<file path="config.mk">
export PLATFORM = sky130hd
export DESIGN_NAME = geometry_coprocessor_register_access
export DESIGN_NICKNAME = d
export VERILOG_FILES = /design/src/rtl/core/gcra_pkg.sv /design/src/rtl/core/geometry_coprocessor_register_access.sv
export SDC_FILE = /design/constraint.sdc
export NUM_CORES = 2
export LEC_CHECK = 0
export ABC_AREA = 1
export BUFFER_PORTS_ARGS = -buffer_cell sky130_fd_sc_hd__buf_2
export CAP_MARGIN = 5
export CORE_MARGIN = 2
export CORE_UTILIZATION = 33
export CTS_CLUSTER_SIZE = 24
export DETAILED_ROUTE_END_ITERATION = 16
export GPL_TIMING_DRIVEN = 0
export PLACE_DENSITY_LB_ADDON = 0.05
export SYNTH_ARGS = -nofsm -noshare
export SYNTH_HDL_FRONTEND = slang
export SYNTH_SLANG_ARGS = --single-unit
</file>
<file path="constraint.sdc">
create_clock -name clk -period 8.85 [get_ports clk]
set_input_delay 0.885 -clock clk [delete_from_list [all_inputs] [get_ports clk]]
set_output_delay 0.885 -clock clk [all_outputs]
set_load 0.02 [all_outputs]
</file>
<file path="src/rtl/core/gcra_pkg.sv">
`timescale 1ns / 1ps
// gcra_pkg: move codes, register numbers and helper functions for the
// geometry coprocessor register file. No dependencies.
package gcra_pkg;

  typedef enum logic [1:0] {
    ACT_DATA_RD = 2'd0,
    ACT_DATA_WR = 2'd1,
    ACT_CTRL_RD = 2'd2,
    ACT_CTRL_WR = 2'd3
  } action_t;

  // data bank register numbers
  localparam logic [4:0] D_VZ0  = 5'd1;
  localparam logic [4:0] D_VZ1  = 5'd3;
  localparam logic [4:0] D_VZ2  = 5'd5;
  localparam logic [4:0] D_OTZ  = 5'd7;
  localparam logic [4:0] D_IR0  = 5'd8;
  localparam logic [4:0] D_IR1  = 5'd9;
  localparam logic [4:0] D_IR2  = 5'd10;
  localparam logic [4:0] D_IR3  = 5'd11;
  localparam logic [4:0] D_SXY0 = 5'd12;
  localparam logic [4:0] D_SXY1 = 5'd13;
  localparam logic [4:0] D_SXY2 = 5'd14;
  localparam logic [4:0] D_SXYP = 5'd15;
  localparam logic [4:0] D_SZ0  = 5'd16;
  localparam logic [4:0] D_SZ1  = 5'd17;
  localparam logic [4:0] D_SZ2  = 5'd18;
  localparam logic [4:0] D_SZ3  = 5'd19;
  localparam logic [4:0] D_IRGB = 5'd28;
  localparam logic [4:0] D_ORGB = 5'd29;
  localparam logic [4:0] D_LZCS = 5'd30;
  localparam logic [4:0] D_LZCR = 5'd31;

  // control bank register numbers; all but C_FLAG hold 16-bit signed values
  localparam logic [4:0] C_RT33 = 5'd4;
  localparam logic [4:0] C_LL33 = 5'd12;
  localparam logic [4:0] C_LC33 = 5'd20;
  localparam logic [4:0] C_PRJH = 5'd26;
  localparam logic [4:0] C_DQA  = 5'd27;
  localparam logic [4:0] C_ZSF3 = 5'd29;
  localparam logic [4:0] C_ZSF4 = 5'd30;
  localparam logic [4:0] C_FLAG = 5'd31;

  localparam logic [31:0] FLAG_MASK = 32'h7fff_f000;
  localparam logic [31:0] FLAG_ERR  = 32'h7f87_e000;

  function automatic logic [31:0] sext16(input logic [31:0] v);
    return {{16{v[15]}}, v[15:0]};
  endfunction

  // one 5-bit colour field: (signed 16-bit >> 7) clamped to 0..31
  function automatic logic [4:0] colour_part(input logic [31:0] r);
    logic [4:0] res;
    if (r[15]) begin
      res = 5'd0;
    end else if (|r[14:12]) begin
      res = 5'd31;
    end else begin
      res = r[11:7];
    end
    return res;
  endfunction

  // count of leading bits equal to bit 31, as a 5-level leading-zero tree
  function automatic logic [5:0] sign_run(input logic [31:0] v);
    logic [31:0] x;
    logic [5:0]  n;
    x = v ^ {32{v[31]}};
    n = 6'd0;
    if (x[31:16] == 16'd0) begin
      n = n + 6'd16;
      x = x << 16;
    end
    if (x[31:24] == 8'd0) begin
      n = n + 6'd8;
      x = x << 8;
    end
    if (x[31:28] == 4'd0) begin
      n = n + 6'd4;
      x = x << 4;
    end
    if (x[31:30] == 2'd0) begin
      n = n + 6'd2;
      x = x << 2;
    end
    if (x[31] == 1'b0) begin
      n = n + 6'd1;
      x = x << 1;
    end
    if (x[31] == 1'b0) begin
      n = n + 6'd1;
    end
    return n;
  endfunction

endpackage

</file>
<file path="src/rtl/core/geometry_coprocessor_register_access.sv">
`timescale 1ns / 1ps
// geometry_coprocessor_register_access: data and control register banks of the
// geometry coprocessor with their move logic. Depends on gcra_pkg.

// A move is taken whenever start is high and busy is low, one move per clock.
// busy is high only while rst_n is held low. Each move produces one result,
// shown on out_read_data with out_valid high for exactly one cycle, after the
// move has passed the input register, then the result register; there is no
// way to hold results off, so the receiver must take every strobe. A move sees
// the effect of every move taken before it, also the one right before.
module geometry_coprocessor_register_access (
  input  logic        clk,
  input  logic        rst_n,
  input  logic        start,
  output logic        busy,
  input  logic [1:0]  in_action,
  input  logic [4:0]  in_reg_index,
  input  logic [31:0] in_write_value,
  output logic        out_valid,
  output logic [31:0] out_read_data
);
  import gcra_pkg::*;

  logic        vld_r;
  action_t     act_r;
  logic [4:0]  idx_r;
  logic [31:0] val_r;

  logic [31:0] data_r [32];
  logic [31:0] ctrl_r [32];

  logic        out_valid_r;
  logic [31:0] rd_r;
  logic [31:0] rd_nxt;
  logic [31:0] data_rd;
  logic [31:0] ctrl_wr;
  logic [31:0] flag_masked;

  assign busy = ~rst_n;

  always_ff @(posedge clk) begin
    if (!rst_n) begin
      vld_r <= 1'b0;
    end else begin
      vld_r <= start & ~busy;
    end
  end

  always_ff @(posedge clk) begin
    if (start && !busy) begin
      act_r <= action_t'(in_action);
      idx_r <= in_reg_index;
      val_r <= in_write_value;
    end
  end

  // read side
  always_comb begin
    if (idx_r inside {D_VZ0, D_VZ1, D_VZ2, D_IR0, D_IR1, D_IR2, D_IR3}) begin
      data_rd = sext16(data_r[idx_r]);
    end else if (idx_r inside {D_OTZ, D_SZ0, D_SZ1, D_SZ2, D_SZ3}) begin
      data_rd = {16'd0, data_r[idx_r][15:0]};
    end else if (idx_r == D_SXYP) begin
      data_rd = data_r[D_SXY2];
    end else if (idx_r inside {D_IRGB, D_ORGB}) begin
      data_rd = {17'd0, colour_part(data_r[D_IR3]), colour_part(data_r[D_IR2]),
                 colour_part(data_r[D_IR1])};
    end else begin
      data_rd = data_r[idx_r];
    end

    case (act_r)
      ACT_DATA_RD: rd_nxt = data_rd;
      ACT_CTRL_RD: rd_nxt = ctrl_r[idx_r];
      default:     rd_nxt = 32'd0;
    endcase
  end

  // control write value
  always_comb begin
    flag_masked = val_r & FLAG_MASK;
    if (idx_r inside {C_RT33, C_LL33, C_LC33, C_PRJH, C_DQA, C_ZSF3, C_ZSF4}) begin
      ctrl_wr = sext16(val_r);
    end else if (idx_r == C_FLAG) begin
      ctrl_wr = {|(val_r & FLAG_ERR), flag_masked[30:0]};
    end else begin
      ctrl_wr = val_r;
    end
  end

  // register banks
  always_ff @(posedge clk) begin
    if (!rst_n) begin
      for (int i = 0; i < 32; i++) begin
        data_r[i] <= 32'd0;
        ctrl_r[i] <= 32'd0;
      end
    end else if (vld_r) begin
      case (act_r)
        ACT_DATA_WR: begin
          if (idx_r == D_SXYP) begin
            // screen xy fifo push
            data_r[D_SXY0] <= data_r[D_SXY1];
            data_r[D_SXY1] <= data_r[D_SXY2];
            data_r[D_SXY2] <= val_r;
            data_r[idx_r]  <= val_r;
          end else if (idx_r == D_IRGB) begin
            data_r[D_IR1] <= {20'd0, val_r[4:0], 7'd0};
            data_r[D_IR2] <= {20'd0, val_r[9:5], 7'd0};
            data_r[D_IR3] <= {20'd0, val_r[14:10], 7'd0};
            data_r[idx_r] <= val_r;
          end else if (idx_r == D_LZCS) begin
            data_r[D_LZCR] <= {26'd0, sign_run(val_r)};
            data_r[idx_r]  <= val_r;
          end else if (idx_r != D_LZCR) begin
            data_r[idx_r] <= val_r;
          end
        end
        ACT_CTRL_WR: begin
          ctrl_r[idx_r] <= ctrl_wr;
        end
        default: begin
        end
      endcase
    end
  end

  // result register
  always_ff @(posedge clk) begin
    if (!rst_n) begin
      out_valid_r <= 1'b0;
    end else begin
      out_valid_r <= vld_r;
    end
  end

  always_ff @(posedge clk) begin
    if (vld_r) begin
      rd_r <= rd_nxt;
    end
  end

  assign out_valid     = out_valid_r;
  assign out_read_data = rd_r;

endmodule

</file>
; Word level (Yosys, flattened, before mapping)
; Memory sizes are Yosys's and may differ from the RTL's. A register that Yosys moved wholly into a read port is not among the register bits.
; Index checks and enable logic that the tools add are counted.
; W data, S select, Z words.
[totals]
output_inout_bits = 34
romBits = 0
latch_bits = 0
inputBits = 42
ram_bits = 2048
regBits = 73
mem_count = 2
[op_classes]
add_sub_neg = 5
mux = 139
div_mod_pow = 0
multipliers = 0
n_reduce_logical = 16
n_bitwise = 13
eq_ne = 26
order_cmp = 0
shifts = 0
[mem_list]
columns = memory, depth, width, read_ports, rd_ports_with_merged_regs, wr, line_no
row1 = ctrl_r, 32, 32, 1, 1, 32, geometry_coprocessor_register_access.sv:30  ; logic [31:0] ctrl_r [32];
row2 = data_r, 32, 32, 6, 1, 32, geometry_coprocessor_register_access.sv:29  ; logic [31:0] data_r [32];
[op_table]
columns = cell, count
row1 = $mux W32, 53
row2 = $mux W6, 41
row3 = $pmux W32 S2, 1
row4 = $reduce_or A32 Y1, 2
row5 = $eq A5 B5 Y1 const B, 11
row6 = $mux W5, 11
row7 = $mux W1, 33
row8 = $xor A32 B32 Y32, 1
row9 = $eq A5 B4 Y1 const B, 6
row10 = $logic_not A16 Y1, 1
row11 = $eq A5 B3 Y1 const B, 3
row12 = $reduce_bool A7 Y1, 2
row13 = $reduce_or A14 Y1, 1
row14 = $add A6 B1 Y6 const B, 2
row15 = $or A1 B1 Y1, 10
row16 = $reduce_or A3 Y1, 3
row17 = $logic_not A8 Y1, 1
row18 = $add A6 B2 Y6 const B, 1
row19 = $add A6 B3 Y6 const B, 1
row20 = $add A6 B4 Y6 const B, 1
row21 = $eq A5 B1 Y1 const B, 1
row22 = $eq A5 B2 Y1 const B, 1
row23 = $ne A5 B5 Y1 const B, 1
row24 = $reduce_bool A5 Y1, 1
row25 = other kinds (8), 10

; Longest topological paths before layout
[logic_depth]
ltp_word = 50
mapped_depth = 25

; Worst setup path after synthesis
; Ideal clock, no wire load.
[synth_path]
path_kind = input to register
start = in rst_n
end = mem data_r[12][0] (enable)
path_stages = 9
setup_time_ns = 0.389
path_slack_ns = 4.826
n_path_buf = 3
arrival_time_ns = 3.635
cell_sequence = clkbuf_1 -> nand3_1 -> clkbuf_1 -> nor2_1 -> inv_1 -> clkbuf_1 -> nand2_1 -> inv_1 -> nand2_1
[synth_rtl]
columns = element, line_no
row1 = "start, declared", geometry_coprocessor_register_access.sv:13  ; input logic rst_n,
row2 = "end, declared", geometry_coprocessor_register_access.sv:29

==> metrics.txt <==
# TYPE chip_impl_metric gauge
chip_impl_info{name="run_status",value="complete, but fails checks"} 1
chip_impl_info{name="violations",value="capacitance limit, slew limit"} 1
chip_impl_info{name="rsz0062_at_grt",value="false"} 1
chip_impl_metric{name="synthArstFlopShare",unit="%"} 0
chip_impl_metric{name="final_max_slew_viol_count",unit=""} 290
chip_impl_metric{name="post_syn_area",unit="mm²"} 0.0939
chip_impl_info{name="synth-main-ff-cell",value="sky130_fd_sc_hd__edfxtp_1"} 1
chip_impl_metric{name="switchingPower",unit="W"} 0.00857
chip_impl_metric{name="final.min_clock_period",unit="ns"} 7.35
chip_impl_metric{name="finalCritPeriodShare",unit="%"} 83.1
chip_impl_metric{name="wl_per_cell",unit="µm"} 49.5
chip_impl_metric{name="drt_iter0_drc",unit=""} 15563
chip_impl_metric{name="setup_viol",unit=""} 0
chip_impl_metric{name="synth_edf_count",unit=""} 2119
chip_impl_metric{name="fp.dieW",unit="µm"} 537
chip_impl_metric{name="maxCapViolations",unit=""} 32
chip_impl_info{name="critical_path_class",value="reg -> reg"} 1
chip_impl_metric{name="relSlewSlack",unit="%"} -10.1
chip_impl_metric{name="post_cts_resized",unit=""} 0
chip_impl_metric{name="power_density",unit="mW/mm²"} 239
chip_impl_metric{name="synth_cells",unit=""} 8981
chip_impl_metric{name="comb_power_share",unit="%"} 17.7
chip_impl_metric{name="gr-usage-all-layers",unit="%"} 45.3
chip_impl_metric{name="design.die.area",unit="mm²"} 0.289
chip_impl_metric{name="final_net_count",unit=""} 9503
chip_impl_metric{name="use_met1",unit="%"} 51.6
chip_impl_metric{name="final_cell_count_no_fill",unit=""} 13518
chip_impl_metric{name="route.antenna.remaining_nets",unit=""} 0
chip_impl_metric{name="detail_route.drc_violations",unit=""} 0
chip_impl_metric{name="synth_top_area_share",unit="%"} 67.8
chip_impl_metric{name="routabilityCongestion",unit=""} 1.06
chip_impl_metric{name="gr-usage-met3",unit="%"} 12.8
chip_impl_metric{name="max-vdd-ir-drop",unit="µV"} 197
chip_impl_metric{name="timing.clock.skew",unit="ns"} 0.0414
chip_impl_metric{name="timing.hold.ws",unit="ns"} 0.0887
chip_impl_metric{name="worst_setup_hold_path_clk_slew",unit="ns"} 0.07
chip_impl_metric{name="boundaryPins",unit=""} 76
chip_impl_metric{name="routed_via_density",unit=""} 6.44
chip_impl_metric{name="cts_hold_repair.buffers",unit=""} 0
chip_impl_info{name="hold_path.class",value="in -> reg"} 1
chip_impl_metric{name="leak_pwr",unit="nW"} 40.0
chip_impl_metric{name="ctsHtreeMaxLevel",unit=""} 4
chip_impl_metric{name="p_clk_share",unit="%"} 38.7
chip_impl_metric{name="internal-power",unit="W"} 0.0177
chip_impl_info{name="ctsRootBufferMaster",value="sky130_fd_sc_hd__clkbuf_16"} 1
chip_impl_info{name="tritoncts_clock_tree",value="built"} 1
chip_impl_metric{name="route.vias.total",unit=""} 86998
chip_impl_metric{name="antenna_found_initial",unit=""} 113
chip_impl_metric{name="report.final.hold_viol_count",unit=""} 0
chip_impl_metric{name="grt_pass1_vias",unit=""} 78577
chip_impl_metric{name="die_height",unit="µm"} 537
chip_impl_metric{name="postSynthRegisterBits",unit=""} 2126
chip_impl_metric{name="dp.cells",unit=""} 12944
chip_impl_metric{name="max-clock-path-buffers",unit=""} 4
chip_impl_metric{name="initial_core_util",unit="%"} 33.2
chip_impl_metric{name="tritoncts.num_buffers",unit=""} 244
chip_impl_info{name="most_used_routing_layer",value="met2"} 1
chip_impl_metric{name="place_hpwl",unit="µm"} 471000
chip_impl_metric{name="cts_setup_buffers",unit=""} 0
chip_impl_info{name="worstSetupEndpointType",value="register"} 1
chip_impl_info{name="netlist_top_cells_area",value="sky130_fd_sc_hd__edfxtp_1 (68%), sky130_fd_sc_hd__nor2_1 (13%), sky130_fd_sc_hd__o21ai_0 (7.2%)"} 1
chip_impl_metric{name="grt_pass1_wl",unit="µm"} 837000
chip_impl_metric{name="drt_wl_total",unit="µm"} 669000
chip_impl_metric{name="yosys.cell_types.count",unit=""} 54
chip_impl_info{name="synth_most_common_cell",value="sky130_fd_sc_hd__nor2_1"} 1
chip_impl_metric{name="synth.yosys.seq_area_share",unit="%"} 67.9
chip_impl_metric{name="dr.pass1.iters",unit=""} 6
chip_impl_metric{name="drive_gt1_share",unit="%"} 8.75
chip_impl_metric{name="grt_overflow",unit=""} 0
chip_impl_metric{name="cts.sink_count",unit=""} 2126
chip_impl_metric{name="placement_rows",unit=""} 195
chip_impl_metric{name="arr_time_crit_path",unit="ns"} 8.02
chip_impl_metric{name="max_freq",unit="MHz"} 136
chip_impl_metric{name="synthToLayoutAreaGrowth",unit="%"} 17.0
chip_impl_info{name="yosysTopAreaCell",value="sky130_fd_sc_hd__edfxtp_1"} 1
chip_impl_metric{name="syn-mean-instance-area",unit="µm²"} 10.5
chip_impl_metric{name="count_of_input_and_output_buffers",unit=""} 74
chip_impl_metric{name="worst_pin_slew",unit="ns"} 1.65
chip_impl_metric{name="switching_share",unit="%"} 32.6
chip_impl_metric{name="critPathMaxFanout",unit=""} 10
chip_impl_metric{name="core",unit="mm²"} 0.283
chip_impl_metric{name="source_to_sink_clock_delay_at_the_later_pin_of_the_worst_skew_pair",unit="ns"} 0.98
chip_impl_info{name="setup.worst_path.start_class",value="register"} 1
chip_impl_metric{name="warning_count_from_the_yosys_run",unit=""} 0
chip_impl_metric{name="power.sequential.fraction",unit="%"} 43.6
chip_impl_info{name="ys_top_cells_by_count",value="sky130_fd_sc_hd__nor2_1 (3238), sky130_fd_sc_hd__edfxtp_1 (2119), sky130_fd_sc_hd__o21ai_0 (1349), sky130_fd_sc_hd__clkbuf_1 (785), sky130_fd_sc_hd__o22ai_1 (565)"} 1
chip_impl_metric{name="grt.met2_usage",unit="%"} 66.6
chip_impl_metric{name="grt_max_degree",unit=""} 34
chip_impl_metric{name="required",unit="ns"} 9.52
==> final timing paths <==
kind	to	start	slack, ns	cells past startpoint
setup / recovery	out_read_data[1]$_DFFE_PP_	register	1.50	12
hold / removal	val_r[8]$_DFFE_PP_	in_write_value[8]	0.09	1
setup reg to reg	out_read_data[1]$_DFFE_PP_	register	1.50	12
hold reg to reg	data_r[12][7]$_DFFE_PP_	data_r[13][7]$_DFFE_PP_	0.56	2
==> cell type report <==
cell class | count | area, µm²
clock buffer | 315 | 6460
multi-input combinational | 5898 | 26800
timing repair buffer | 196 | 2770
clock inverter | 131 | 1040
antenna | 115 | 288
tap | 3743 | 4680
inverter | 137 | 517
sequential | 2126 | 63800
buffer | 857 | 3510
fill | 28315 | 173000
==> state kept, by name, indices dropped and copies added, names as in the netlist, named ones only <==
register / flops
act_r: 2
ctrl_r: 1024
data_r: 1024
idx_r: 5
out_read_data: 32
out_valid: 1
val_r: 32
vld_r: 1
==> cell usage in the layout, fill, tap and decap left out, drive strengths merged, types with 2 or more instances in the layout <==
| cell | n |
|---|---|
| o311ai | 2 |
| a22oi | 3 |
| a31oi | 4 |
| a311oi | 5 |
| nor3 | 15 |
| o221ai | 68 |
| a32o | 6 |
| clkinv | 109 |
| o21ai | 1349 |
| nand3 | 75 |
| nand4 | 2 |
| o41ai | 6 |
| a21oi | 63 |
| nor2 | 3246 |
| xnor2 | 9 |
| or2 | 3 |
| clkbuf | 1102 |
| o211ai | 21 |
| inv | 143 |
| xor2 | 3 |
| edfxtp | 2119 |
| nor4 | 3 |
| a31o | 3 |
| bufinv | 16 |
| o22ai | 565 |
| dfxtp | 7 |
| o21bai | 3 |
| conb | 38 |
| and2 | 2 |
| buf | 266 |
| o32ai | 23 |
| a211oi | 2 |
| nand2 | 372 |
| diode | 115 |
==> cell families after synthesis <==
kind of cell | after synthesis | share of synthesized area, %
buffers and inverters | 994 | 4.08
AOI/OAI and AO/OA | 2127 | 12.7
adders and majority gates | 1 | 0.0133
xor gates and xnor gates | 12 | 0.112
and+or+nand+nor | 3720 | 15.1
DFF | 2126 | 67.9
other | 1 | 0.00399
==> power groups by stage <==
stage | logic (W) | clock network (W) | registers, W
5_1_grt | 0.00446 | 0.0104 | 0.0115
3_5_place_dp | 0.00430 | 0 | 0.0117
2_1_floorplan | 0.00154 | 0 | 0.0116
4_1_cts | 0.00431 | 0.0101 | 0.0115
6_report | 0.00464 | 0.0102 | 0.0115
3_3_place_gp | 0.00413 | 0 | 0.0117
==> metrics by stage <==
step / setup TNS (ns) / instance area (µm²) / setup WS [ns] / util (%) / total power [W]
2_1_floorplan: 0 / 94000 / 4.83 / - / 0.0132
3_3_place_gp: -24.95 / 99100 / -0.296 / 35.1 / 0.0158
3_5_place_dp: 0 / 102000 / 2.11 / 36.0 / 0.0160
4_1_cts: 0 / 109000 / 2.09 / 38.7 / 0.0258
5_1_grt: 0 / 110000 / 2.19 / 38.8 / 0.0263
6_report: 0 / 110000 / 1.50 / 38.9 / 0.0263
==> per-layer routing <==
| metal | wire length, µm | vias up |
|---|---|---|
| met5 | 212 | - |
| met2 | 287000 | 7812 |
| li1 | - | 32646 |
| met4 | 80400 | 32 |
| met1 | 228000 | 43996 |
| met3 | 73700 | 2512 |
==> worst max-delay path: stages, from the launching register on <==
cell,delay (ns)
sky130_fd_sc_hd__dfxtp_1,0.30
sky130_fd_sc_hd__buf_2,0.45
sky130_fd_sc_hd__buf_2,0.70
sky130_fd_sc_hd__buf_2,0.40
sky130_fd_sc_hd__clkbuf_1,0.99
sky130_fd_sc_hd__clkbuf_1,1.14
sky130_fd_sc_hd__clkbuf_1,0.97
sky130_fd_sc_hd__nor2_1,0.12
sky130_fd_sc_hd__o22ai_1,0.35
sky130_fd_sc_hd__nor2_1,0.09
sky130_fd_sc_hd__o22ai_1,0.71
sky130_fd_sc_hd__nor2_1,0.10
sky130_fd_sc_hd__o22ai_1,0.63
(Power assumes the default switching activity.)
